==> src/trd_pkg.sv <==
// Shared types and constants for the TLS 1.3 record deframer.
`default_nettype none
package trd_pkg;

  localparam int unsigned MAX_RECORD_DEF = 16640;
  localparam int unsigned LEN_W          = 15;
  localparam int unsigned HEAD_W         = 32;
  localparam int unsigned TAIL_W         = 64;
  localparam int unsigned CFG_W          = 64;

  localparam logic [7:0] TYPE_CCS  = 8'h14;
  localparam logic [7:0] TYPE_APP  = 8'h17;
  localparam int unsigned TAG_BYTES = 16;

  // input item kinds
  localparam logic KIND_BYTE     = 1'b0;
  localparam logic KIND_NEW_KEYS = 1'b1;

  // configuration register indexes
  localparam logic CFG_IV_HEAD = 1'b0;
  localparam logic CFG_IV_TAIL = 1'b1;

  typedef enum logic [1:0] {
    RK_START = 2'd0,
    RK_BODY  = 2'd1,
    RK_ERROR = 2'd2
  } result_kind_t;

  typedef enum logic [1:0] {
    ERR_NONE   = 2'd0,
    ERR_LENGTH = 2'd1,
    ERR_TYPE   = 2'd2,
    ERR_SHORT  = 2'd3
  } error_t;

  typedef struct packed {
    result_kind_t      kind;
    logic [HEAD_W-1:0] nonce_head;
    logic [TAIL_W-1:0] nonce_tail;
    logic [LEN_W-1:0]  record_length;
    logic [7:0]        body_byte;
    logic              in_tag;
    logic              last;
    error_t            error_code;
  } result_t;

endpackage
`default_nettype wire

==> src/tls13_record_deframer_core.sv <==
// Top level of the TLS 1.3 record deframer: input stage, parser, result register.
//
//  channel | dir | ports                                   | handshake
//  --------+-----+-----------------------------------------+-----------------
//  in      | in  | in_kind, in_data_byte                   | in_valid/in_ready
//  out     | out | out_result_kind .. out_error_code       | out_valid/out_ready
//  cfg     | in  | cfg_index, cfg_wdata                    | cfg_we, no wait
//
// One byte per cycle sustained while out_ready stays high; an item waits in the input
// register and its result (if any) is loaded into the result register as it leaves.
// Synchronous active-low reset clears the parser state, IV and both stages.
// A stalled output holds the result; the input stage keeps taking bytes until
// it is also full, then in_ready drops.
`default_nettype none
module tls13_record_deframer_core #(
  parameter int unsigned MAX_RECORD = trd_pkg::MAX_RECORD_DEF
) (
  input  logic                        clk,
  input  logic                        rst_n,
  input  logic                        in_valid,
  output logic                        in_ready,
  input  logic                        in_kind,
  input  logic [7:0]                  in_data_byte,
  output logic                        out_valid,
  input  logic                        out_ready,
  output logic [1:0]                  out_result_kind,
  output logic [trd_pkg::HEAD_W-1:0]  out_nonce_head,
  output logic [trd_pkg::TAIL_W-1:0]  out_nonce_tail,
  output logic [trd_pkg::LEN_W-1:0]   out_record_length,
  output logic [7:0]                  out_body_byte,
  output logic                        out_in_tag,
  output logic                        out_last,
  output logic [1:0]                  out_error_code,
  input  logic                        cfg_we,
  input  logic                        cfg_index,
  input  logic [trd_pkg::CFG_W-1:0]   cfg_wdata
);
  import trd_pkg::*;

  logic [HEAD_W-1:0] iv_head_r;
  logic [TAIL_W-1:0] iv_tail_r;

  logic       s1_valid_r, s1_valid_nxt;
  logic       s1_kind_r;
  logic [7:0] s1_byte_r;
  logic       s1_adv;
  logic       in_xfer;

  logic       res_valid;
  result_t    res;
  logic       out_valid_r, out_valid_nxt;
  result_t    out_res_r;

  // config writes
  always_ff @(posedge clk) begin
    if (!rst_n) begin
      iv_head_r <= '0;
      iv_tail_r <= '0;
    end else if (cfg_we) begin
      unique case (cfg_index)
        CFG_IV_HEAD: iv_head_r <= cfg_wdata[HEAD_W-1:0];
        CFG_IV_TAIL: iv_tail_r <= cfg_wdata[TAIL_W-1:0];
        default: ;
      endcase
    end
  end

  // input stage
  assign s1_adv   = s1_valid_r && (!out_valid_r || out_ready);
  assign in_ready = !s1_valid_r || s1_adv;
  assign in_xfer  = in_valid && in_ready;

  always_comb begin
    s1_valid_nxt = s1_valid_r;
    if (in_xfer) begin
      s1_valid_nxt = 1'b1;
    end else if (s1_adv) begin
      s1_valid_nxt = 1'b0;
    end
  end

  always_ff @(posedge clk) begin
    if (!rst_n) begin
      s1_valid_r <= 1'b0;
    end else begin
      s1_valid_r <= s1_valid_nxt;
    end
  end

  always_ff @(posedge clk) begin
    if (in_xfer) begin
      s1_kind_r <= in_kind;
      s1_byte_r <= in_data_byte;
    end
  end

  trd_parse #(
    .MAX_RECORD (MAX_RECORD)
  ) u_parse (
    .clk       (clk),
    .rst_n     (rst_n),
    .step      (s1_adv),
    .item_kind (s1_kind_r),
    .item_byte (s1_byte_r),
    .iv_head   (iv_head_r),
    .iv_tail   (iv_tail_r),
    .res_valid (res_valid),
    .res       (res)
  );

  // result register
  always_comb begin
    out_valid_nxt = out_valid_r;
    if (s1_adv) begin
      out_valid_nxt = res_valid;
    end else if (out_ready) begin
      out_valid_nxt = 1'b0;
    end
  end

  always_ff @(posedge clk) begin
    if (!rst_n) begin
      out_valid_r <= 1'b0;
    end else begin
      out_valid_r <= out_valid_nxt;
    end
  end

  always_ff @(posedge clk) begin
    if (s1_adv && res_valid) begin
      out_res_r <= res;
    end
  end

  assign out_valid         = out_valid_r;
  assign out_result_kind   = out_res_r.kind;
  assign out_nonce_head    = out_res_r.nonce_head;
  assign out_nonce_tail    = out_res_r.nonce_tail;
  assign out_record_length = out_res_r.record_length;
  assign out_body_byte     = out_res_r.body_byte;
  assign out_in_tag        = out_res_r.in_tag;
  assign out_last          = out_res_r.last;
  assign out_error_code    = out_res_r.error_code;

  // an empty result register never blocks the input
  a_ready_when_empty: assert property (@(posedge clk) disable iff (!rst_n)
    !out_valid_r |-> in_ready)
    else $error("input stalled with empty result register");

  // error results always carry a code
  a_error_has_code: assert property (@(posedge clk) disable iff (!rst_n)
    (out_valid_r && out_res_r.kind == RK_ERROR) |-> (out_res_r.error_code != ERR_NONE))
    else $error("error result without code");

  // records are at least one tag long, so the last byte is a tag byte
  a_last_in_tag: assert property (@(posedge clk) disable iff (!rst_n)
    (out_valid_r && out_res_r.kind == RK_BODY && out_res_r.last) |-> out_res_r.in_tag)
    else $error("last body byte outside tag");

  // new keys never produce a result
  a_new_keys_silent: assert property (@(posedge clk) disable iff (!rst_n)
    (s1_adv && s1_kind_r == KIND_NEW_KEYS) |-> !res_valid)
    else $error("new keys produced a result");

endmodule
`default_nettype wire

==> src/trd_parse.sv <==
// Record header parser, body tracker and sequence counter.
`default_nettype none
module trd_parse #(
  parameter int unsigned MAX_RECORD = trd_pkg::MAX_RECORD_DEF
) (
  input  logic                      clk,
  input  logic                      rst_n,
  input  logic                      step,
  input  logic                      item_kind,
  input  logic [7:0]                item_byte,
  input  logic [trd_pkg::HEAD_W-1:0] iv_head,
  input  logic [trd_pkg::TAIL_W-1:0] iv_tail,
  output logic                      res_valid,
  output trd_pkg::result_t          res
);
  import trd_pkg::*;

  localparam int unsigned REM_W = $clog2(MAX_RECORD + 1);

  localparam logic [2:0] HDR_TYPE  = 3'd0;
  localparam logic [2:0] HDR_VER0  = 3'd1;
  localparam logic [2:0] HDR_VER1  = 3'd2;
  localparam logic [2:0] HDR_LENHI = 3'd3;

  logic [2:0]        hdr_pos_r,  hdr_pos_nxt;
  logic [7:0]        type_r,     type_nxt;
  logic [7:0]        len_hi_r,   len_hi_nxt;
  logic [REM_W-1:0]  rem_r,      rem_nxt;
  logic              drop_r,     drop_nxt;
  logic [TAIL_W-1:0] seq_r,      seq_nxt;
  logic              failed_r,   failed_nxt;

  logic [15:0] len16;

  assign len16 = {len_hi_r, item_byte};

  always_comb begin
    hdr_pos_nxt = hdr_pos_r;
    type_nxt    = type_r;
    len_hi_nxt  = len_hi_r;
    rem_nxt     = rem_r;
    drop_nxt    = drop_r;
    seq_nxt     = seq_r;
    failed_nxt  = failed_r;
    res_valid   = 1'b0;
    res         = '0;

    if (item_kind == KIND_NEW_KEYS) begin
      seq_nxt     = '0;
      hdr_pos_nxt = HDR_TYPE;
      rem_nxt     = '0;
      drop_nxt    = 1'b0;
      failed_nxt  = 1'b0;
    end else if (failed_r) begin
      // sticky: bytes are swallowed until new keys
    end else if (rem_r != '0) begin
      rem_nxt = rem_r - REM_W'(1);
      if (drop_r) begin
        if (rem_r == REM_W'(1)) begin
          drop_nxt = 1'b0;
        end
      end else begin
        res_valid     = 1'b1;
        res.kind      = RK_BODY;
        res.body_byte = item_byte;
        res.in_tag    = (rem_r <= REM_W'(TAG_BYTES));
        res.last      = (rem_r == REM_W'(1));
      end
    end else begin
      case (hdr_pos_r) inside
        HDR_TYPE: begin
          type_nxt    = item_byte;
          hdr_pos_nxt = HDR_VER0;
        end
        HDR_VER0, HDR_VER1: begin
          hdr_pos_nxt = hdr_pos_r + 3'd1;
        end
        HDR_LENHI: begin
          len_hi_nxt  = item_byte;
          hdr_pos_nxt = hdr_pos_r + 3'd1;
        end
        default: begin
          // low length byte completes the header
          hdr_pos_nxt = HDR_TYPE;
          if (len16 > 16'(MAX_RECORD)) begin
            failed_nxt     = 1'b1;
            res_valid      = 1'b1;
            res.kind       = RK_ERROR;
            res.error_code = ERR_LENGTH;
          end else begin
            rem_nxt  = len16[REM_W-1:0];
            drop_nxt = (len16 != 16'd0);
            if (type_r == TYPE_CCS) begin
              // silently consumed
            end else if (type_r != TYPE_APP) begin
              res_valid      = 1'b1;
              res.kind       = RK_ERROR;
              res.error_code = ERR_TYPE;
            end else if (len16 < 16'(TAG_BYTES)) begin
              seq_nxt        = seq_r + TAIL_W'(1);
              res_valid      = 1'b1;
              res.kind       = RK_ERROR;
              res.error_code = ERR_SHORT;
            end else begin
              drop_nxt          = 1'b0;
              seq_nxt           = seq_r + TAIL_W'(1);
              res_valid         = 1'b1;
              res.kind          = RK_START;
              res.nonce_head    = iv_head;
              res.nonce_tail    = iv_tail ^ seq_r;
              res.record_length = len16[LEN_W-1:0];
            end
          end
        end
      endcase
    end
  end

  always_ff @(posedge clk) begin
    if (!rst_n) begin
      hdr_pos_r <= HDR_TYPE;
      type_r    <= '0;
      len_hi_r  <= '0;
      rem_r     <= '0;
      drop_r    <= 1'b0;
      seq_r     <= '0;
      failed_r  <= 1'b0;
    end else if (step) begin
      hdr_pos_r <= hdr_pos_nxt;
      type_r    <= type_nxt;
      len_hi_r  <= len_hi_nxt;
      rem_r     <= rem_nxt;
      drop_r    <= drop_nxt;
      seq_r     <= seq_nxt;
      failed_r  <= failed_nxt;
    end
  end

  // header counter never passes the low length byte
  a_hdr_pos_range: assert property (@(posedge clk) disable iff (!rst_n)
    hdr_pos_r <= 3'd4)
    else $error("header position out of range");

  // no body is in flight while parsing is stuck
  a_failed_no_body: assert property (@(posedge clk) disable iff (!rst_n)
    failed_r |-> (rem_r == '0))
    else $error("body pending with sticky error");

  // a drop in progress always has bytes left
  a_drop_rem: assert property (@(posedge clk) disable iff (!rst_n)
    drop_r |-> (rem_r != '0))
    else $error("drop flag without remaining bytes");

endmodule
`default_nettype wire
==> config.mk <==
export PLATFORM = sky130hd
export DESIGN_NAME = tls13_record_deframer_core
export DESIGN_NICKNAME = d
export VERILOG_FILES = /design/src/trd_pkg.sv /design/src/tls13_record_deframer_core.sv /design/src/trd_parse.sv
export SDC_FILE = /design/constraint.sdc
export NUM_CORES = 1
export LEC_CHECK = 0
export ABC_AREA = 1
export BUFFER_PORTS_ARGS = -buffer_cell sky130_fd_sc_hd__buf_2
export CORE_ASPECT_RATIO = 1.25
export CORE_MARGIN = 4
export CORE_UTILIZATION = 25
export CTS_CLUSTER_DIAMETER = 30
export DETAILED_ROUTE_END_ITERATION = 8
export GPL_TIMING_DRIVEN = 0
export HOLD_SLACK_MARGIN = 0.15
export SKIP_LAST_GASP = 1
export SYNTH_ARGS = -nofsm -noshare
export SYNTH_HDL_FRONTEND = slang
export SYNTH_SLANG_ARGS = --single-unit
export TNS_END_PERCENT = 20
==> constraint.sdc <==
create_clock -name clk -period 5.67 [get_ports clk]
set_input_delay 0.567 -clock clk [delete_from_list [all_inputs] [get_ports clk]]
set_output_delay 0.567 -clock clk [all_outputs]
set_load 0.005 [all_outputs]
==> flow_metrics.tcl, run 1 <==
set metrics [dict create \
    outcome "finished, final reports clean" \
    hold_slack_ns 0.224 \
    clk_path_buf_depth 3 \
    vias_per_cell 4.30 \
    synthTopCellsByArea "edfxtp_1 (25%), dfxtp_1 (24%), nor2_1 (11%)" \
    grt-ovfl-total 0 \
    setup_viol 0 \
    drt-total-wl_um 51100 \
    p_leak_nw 8.05 \
    relSlewSlack_pct 23.9 \
    die_area_um2 69300 \
    syn_inst 2009 \
    crit_path_max_fanout 88 \
    areaGrowthSynthToFinish_pct 29.3 \
    cts_tree "built" \
    netlist.top_cell.by_area "edfxtp_1" \
    end_kind "flip-flop" \
    layout.nets 2392 \
    power_mw 7.49 \
    clkLatencyLatePin_ns 0.62 \
    fmax_mhz 310 \
    worst-r2r-setup-slack_ns 2.44 \
    setup_ws_ns 2.44 \
    drc 0 \
    cts_inserted_buffers 78 \
    start_util_pct 25.3 \
    rows 104 \
    syn-cell-area_um2 16300 \
    grt_use_total_pct 14.4 \
    die_h_um 293 \
    rr_worst_depth 7 \
    cp.arrival_ns 3.45 \
    regToRegStartpoint "s1_kind_r" \
    hpwlAfterDp_um 38800 \
    worst_hold_path_type "in2reg" \
    nFillCells 6851 \
    fin_area_um2 21100 \
    antenna_found_initial 0 \
    syn_nets 2097 \
    grt_max_degree 89 \
    core_um2 64400 \
    p_int_mw 5.62 \
    finalHoldViolCount 0 \
    powerDensity_nw_per_um2 356 \
    final_antenna_net_count 0 \
    firstDrtPassIters 6 \
    combPwrFrac_pct 7.4 \
    clockPowerShare_pct 57.4 \
    pre_cts_slack_ns 2.47 \
    synth.avg_cell_area_um2 8.10 \
    critPathKind "reg2reg" \
    ir_drop_mv 0.211 \
    vias 13800 \
    whs_endpoint "iv_tail_r[55]" \
    cts_resized 0 \
    drt-initial-drc-count 784 \
    synth-seq-area-share_pct 49.1 \
    hold-path-cell-count 3 \
    start_kind "flip-flop" \
    post-route-period-util_pct 57.0 \
    swShare_pct 24.9 \
    grt_pass1_wl_um 77900 \
    ys.flop_type "dfxtp_1" \
    p_switching_mw 1.87 \
    cts_sinks 332 \
    setup_tns_ns 0 \
    first_global_vias 13800 \
    die_x_um 236 \
    min-delay-start "cfg_wdata[55]" \
    ys_types 43 \
    rr_endpoint "out_nonce_tail[27]" \
    synth_edf_count 134 \
    ios 206 \
    dpl-instance-area_um2 18400 \
    layout-drive-gt1-share_pct 20.1 \
    skew_ns 0.0518 \
    synth_seq_cells 332 \
    clk_pin_slew_ns 0.04 \
    root_buffer "clkbuf_16" \
    min_period_ns 3.23 \
    io_buffers 205 \
    tightest_slew_ns 1.14 \
    pwr-share-seq_pct 35.1 \
    yosysWarnings 0 \
    cap_violations 0 \
    htree_levels 3 \
    yosysTopAreaCellShare_pct 24.7 \
    drv_slew 0 \
    detail_route.wl_per_cell_um 15.9 \
    synthArstFlopShare_pct 0 \
    required_ns 5.89 \
    rsz0062_at_grt "false" \
    routabilityCongestion 0.974 \
]
registers in the layout, indices dropped and copies added (netlist names):
register	flops
s1_byte_r	8
u_parse.hdr_pos_r	3
out_in_tag	1
out_record_length	15
u_parse.rem_r	15
s1_valid_r	1
out_error_code	2
iv_tail_r	64
out_valid	1
u_parse.type_r	8
out_body_byte	8
out_nonce_tail	64
u_parse.len_hi_r	8
u_parse.drop_r	1
iv_head_r	32
u_parse.failed_r	1
s1_kind_r	1
out_nonce_head	32
out_result_kind	2
u_parse.seq_r	64
out_last	1
placed cells by master (no fill, tap or decap), types with 10 or more instances in the layout:
cell type / n
nor2_1: 470
nand2_1: 347
buf_2: 220
dfxtp_1: 198
inv_1: 181
o21ai_0: 135
edfxtp_1: 134
nand3_1: 94
a21oi_1: 89
clkbuf_16: 78
nor2_4: 69
xnor2_1: 67
clkbuf_1: 63
nor2_2: 31
xor2_1: 27
nand4_1: 16
nor3_1: 13
clkinv_1: 11
clkinv_2: 10
a211oi_1: 10
clkinvlp_4: 10
layout make-up:
type,count,area [µm²],share of cell area [%]
flip-flops and latches,332,7990,37.9
multi-input cells,1405,7090,33.7
clock buffers,97,2090,9.94
repair buffers,215,1140,5.43
well taps,848,1060,5.04
inverters,191,723,3.43
plain buffers,81,484,2.30
clock inverters,46,472,2.24
diodes,1,2.50,0.0119
stage by stage:
| stage | utilization (%) | std cells |
|---|---|---|
| after CTS | 32.7 | 3215 |
| after global placement | 28.5 | 3062 |
| final | 32.7 | 3216 |
| after global routing | 32.7 | 3215 |
| after floorplan | - | 2009 |
| after detailed placement | 28.6 | 3063 |
cell usage after synthesis, types with 2 or more instances:
cell type and instances:
nor2_1 470, nand2_1 347, dfxtp_1 198, inv_1 182, o21ai_0 135, edfxtp_1 134, nand3_1 94, a21oi_1 89
nor2_4 69, xnor2_1 67, clkbuf_1 51, nor2_2 31, xor2_1 27, nand4_1 16, buf_2 15, nor3_1 13
a211oi_1 10, ha_1 9, buf_12 8, inv_2 6, o21bai_1 4, nand3b_1 3, nor4_1 3, nor4_4 3
buf_1 2, buf_6 2, clkinv_1 2, nand2_2 2, nand2_4 2, o21ai_1 2
critical path, cell delays in order (launching register included):
cell	delay [ns]
edfxtp_1	0.43
clkbuf_1	0.33
nor2_1	0.22
inv_1	0.17
nor2_1	0.49
nand2_1	0.30
inv_6	0.37
buf_16	0.35
layer usage:
layer,GRT usage (%),wire (µm)
met1,16.1,20700
met2,26.6,25900
met3,2.37,1990
met4,7.34,2490
met5,0,0
what timing repair did:
item / in CTS / in global routing
buffers inserted: 0 / 0
hold endpoints to repair: 9 / 0
hold buffers: 9 / 0
endpoints found under the setup margin: 0 / 0
kinds of logic (layout without fill, tap and decap cells):
family	after synthesis	count (layout)	synth area share, %
and+or+nand+nor	1057	1057	29.9
DFF	332	332	49.1
buffers and inverters	272	630	7.39
AOI/OAI and AO/OA	245	245	7.93
xor gates and xnor gates	94	94	5.06
adders and majority gates	9	9	0.692
other	0	1	0
how the worst max path moves through the flow:
stage / startpoint / end / slack (ns) / cells past startpoint
detailed placement: s1_kind_r / out_nonce_tail[27] / 2.47 / 7
global route: s1_kind_r / out_nonce_tail[27] / 2.22 / 7
global placement: s1_kind_r / out_nonce_tail[31] / -0.60 / 6
CTS: s1_kind_r / out_nonce_tail[27] / 2.42 / 7
floorplan: u_parse.hdr_pos_r[0] / out_body_byte[0] / 1.37 / 11
finish: s1_kind_r / out_nonce_tail[27] / 2.44 / 7
power by group through the flow:
stage / logic [mW] / registers [mW] / clock network [mW]
6_report: 0.557 / 2.63 / 4.30
5_1_grt: 0.624 / 2.64 / 4.52
3_3_place_gp: 0.548 / 2.68 / 0
2_1_floorplan: 0.366 / 2.67 / 0
3_5_place_dp: 0.557 / 2.68 / 0
4_1_cts: 0.565 / 2.63 / 4.39
Note: power is estimated with default switching activity, not from simulation.
==> run 2, diff against run 1 <==
==> constraint.sdc (replaced) <==
create_clock -name clk -period 2.7 [get_ports clk]
set_input_delay 0.27 -clock clk [delete_from_list [all_inputs] [get_ports clk]]
set_output_delay 0.27 -clock clk [all_outputs]
set_load 0.005 [all_outputs]
==> flow_metrics.tcl, run 2 (same netlist as run 1, synthesis figures left out) <==
set metrics [dict create \
    clkLatencyLatePin_ns 0.62 \
    grt_use_total_pct 15.0 \
    cts_inserted_buffers 76 \
    grt_max_degree 35 \
    drv_slew 0 \
    die_x_um 236 \
    crit_path_max_fanout 10 \
    clk_pin_slew_ns 0.05 \
    end_kind "flip-flop" \
    drt-total-wl_um 52600 \
    cp.arrival_ns 3.02 \
    root_buffer "clkbuf_16" \
    vias_per_cell 4.32 \
    skew_ns 0.0458 \
    rows 104 \
    regToRegStartpoint "u_parse.hdr_pos_r[0]" \
    cts_tree "built" \
    p_leak_nw 8.40 \
    fmax_mhz 394 \
    fin_area_um2 21900 \
    clk_path_buf_depth 3 \
    hold_slack_ns 0.152 \
    post-route-period-util_pct 94.0 \
    layout.nets 2464 \
    cp_cell_sequence "inv_2, ha_4, nor2_2, nor2_4, nor2_4, inv_1, nor2_1, nand2_1, nand2_1, nand2_1, buf_2, buf_2, nor3_1, nor2_1" \
    routabilityCongestion 0.913 \
    grt-ovfl-total 0 \
    ir_drop_mv 0.490 \
    min-delay-start "rst_n" \
    start_util_pct 25.3 \
    place_inst 3065 \
    core_um2 64400 \
    final_common_cell "nor2_1" \
    fin_cells 3288 \
    layout-drive-gt1-share_pct 21.0 \
    final_antenna_net_count 0 \
    grt_pass1_wl_um 80700 \
    cts_sinks 332 \
    detail_route.wl_per_cell_um 16.0 \
    dpl-instance-area_um2 18500 \
    die_area_um2 69300 \
    die_h_um 293 \
    fin_util_pct 34.0 \
    drt-initial-drc-count 744 \
    outcome "finished, final reports clean" \
    firstDrtPassIters 5 \
    hpwlAfterDp_um 39400 \
    drc 0 \
    crit_start "u_parse.hdr_pos_r[0]" \
    layout_common_cells "nor2_1 (467), nand2_1 (344), buf_2 (219)" \
    setup_viol 0 \
    first_global_vias 14300 \
    relSlewSlack_pct 30.9 \
    tightest_slew_ns 1.04 \
    cap_violations 0 \
    antenna_found_initial 2 \
    worst_path_largest_cell_delay_ns 0.38 \
    critPathKind "reg2reg" \
    required_ns 3.19 \
    vias 14200 \
    htree_levels 3 \
    start_kind "flip-flop" \
    rsz0062_at_grt "true" \
    min_period_ns 2.54 \
    slowest_stage "dfxtp_2" \
    crit_path_frequent_cell "nand2_1" \
    worst_hold_path_type "in2reg" \
    pre_cts_slack_ns -0.693 \
    powerDensity_nw_per_um2 728 \
    ios 206 \
    areaGrowthSynthToFinish_pct 34.7 \
    setup_ws_ns 0.163 \
    io_buffers 205 \
    finalHoldViolCount 0 \
]
-- run 2: cell types whose count changed in the layout (fill, tap and decap cells not counted), sizes merged, moves of 5 or more --
cell,change
clkbuf,-10
buf,+5
inv,+7
dlygate4sd3,+68
-- run 2: layer usage --
| layer | routed length, µm | track usage, % | share of wire, % |
|---|---|---|---|
| met2 | 27200 | 27.6 | 52 |
| met5 | 13 | 0 | 0.025 |
| met4 | 2400 | 7.52 | 4.6 |
| met1 | 20700 | 16.3 | 39 |
| met3 | 2180 | 2.84 | 4.1 |
-- run 2: worst max-delay path, delay by kind of cell, from the launching register on --
kind	cells	cell delay, ns
AND/OR/NAND/NOR	9	1.25
adder cells (fa/ha/maj)	1	0.15
flip-flops	1	0.38
buffers and inverters	4	0.61
-- run 2: final cells by class --
| class | instances | area, µm² |
|---|---|---|
| repair inverters | 1 | 7.51 |
| flip-flops and latches | 332 | 8000 |
| clock inverters | 53 | 576 |
| fillers | 6811 | 42500 |
| diodes | 2 | 5.00 |
| clock buffers | 87 | 1990 |
| well taps | 848 | 1060 |
| inverters | 191 | 729 |
| repair buffers | 288 | 1880 |
| plain buffers | 81 | 492 |
| multi-input cells | 1405 | 7180 |
-- run 2: path summary, 6_finish.rpt --
path,end,slack (ns),cells after the start
max reg2reg,u_parse.seq_r[8],0.16,14
min,u_parse.failed_r,0.15,3
max,u_parse.seq_r[8],0.16,14
min reg2reg,u_parse.drop_r,0.47,2
-- run 2: power breakdown --
| part | leakage [nW] | internal, mW | switching, mW |
|---|---|---|---|
| combinational | 4.18 | 0.481 | 0.834 |
| sequential | 2.97 | 5.42 | 0.106 |
| clock | 1.25 | 5.98 | 3.14 |
| total | 8.40 | 11.9 | 4.08 |
-- run 2: timing repair --
item / CTS / global route
endpoints found under the hold margin: 107 / 0
hold buffers: 77 / 0
gates cloned: 1 / 0
resized for setup: 4 / 3
buffers inserted: 3 / 0
pin swaps: 0 / 0
endpoints found under the setup margin: 125 / 102
-- run 2: per-stage QoR --
step,power (mW),setup TNS (ns)
2_1_floorplan,6.42,-90.39
3_3_place_gp,6.82,-299.66
3_5_place_dp,6.84,-65.05
4_1_cts,16.2,0
5_1_grt,16.6,-0.0211
6_report,16.0,0
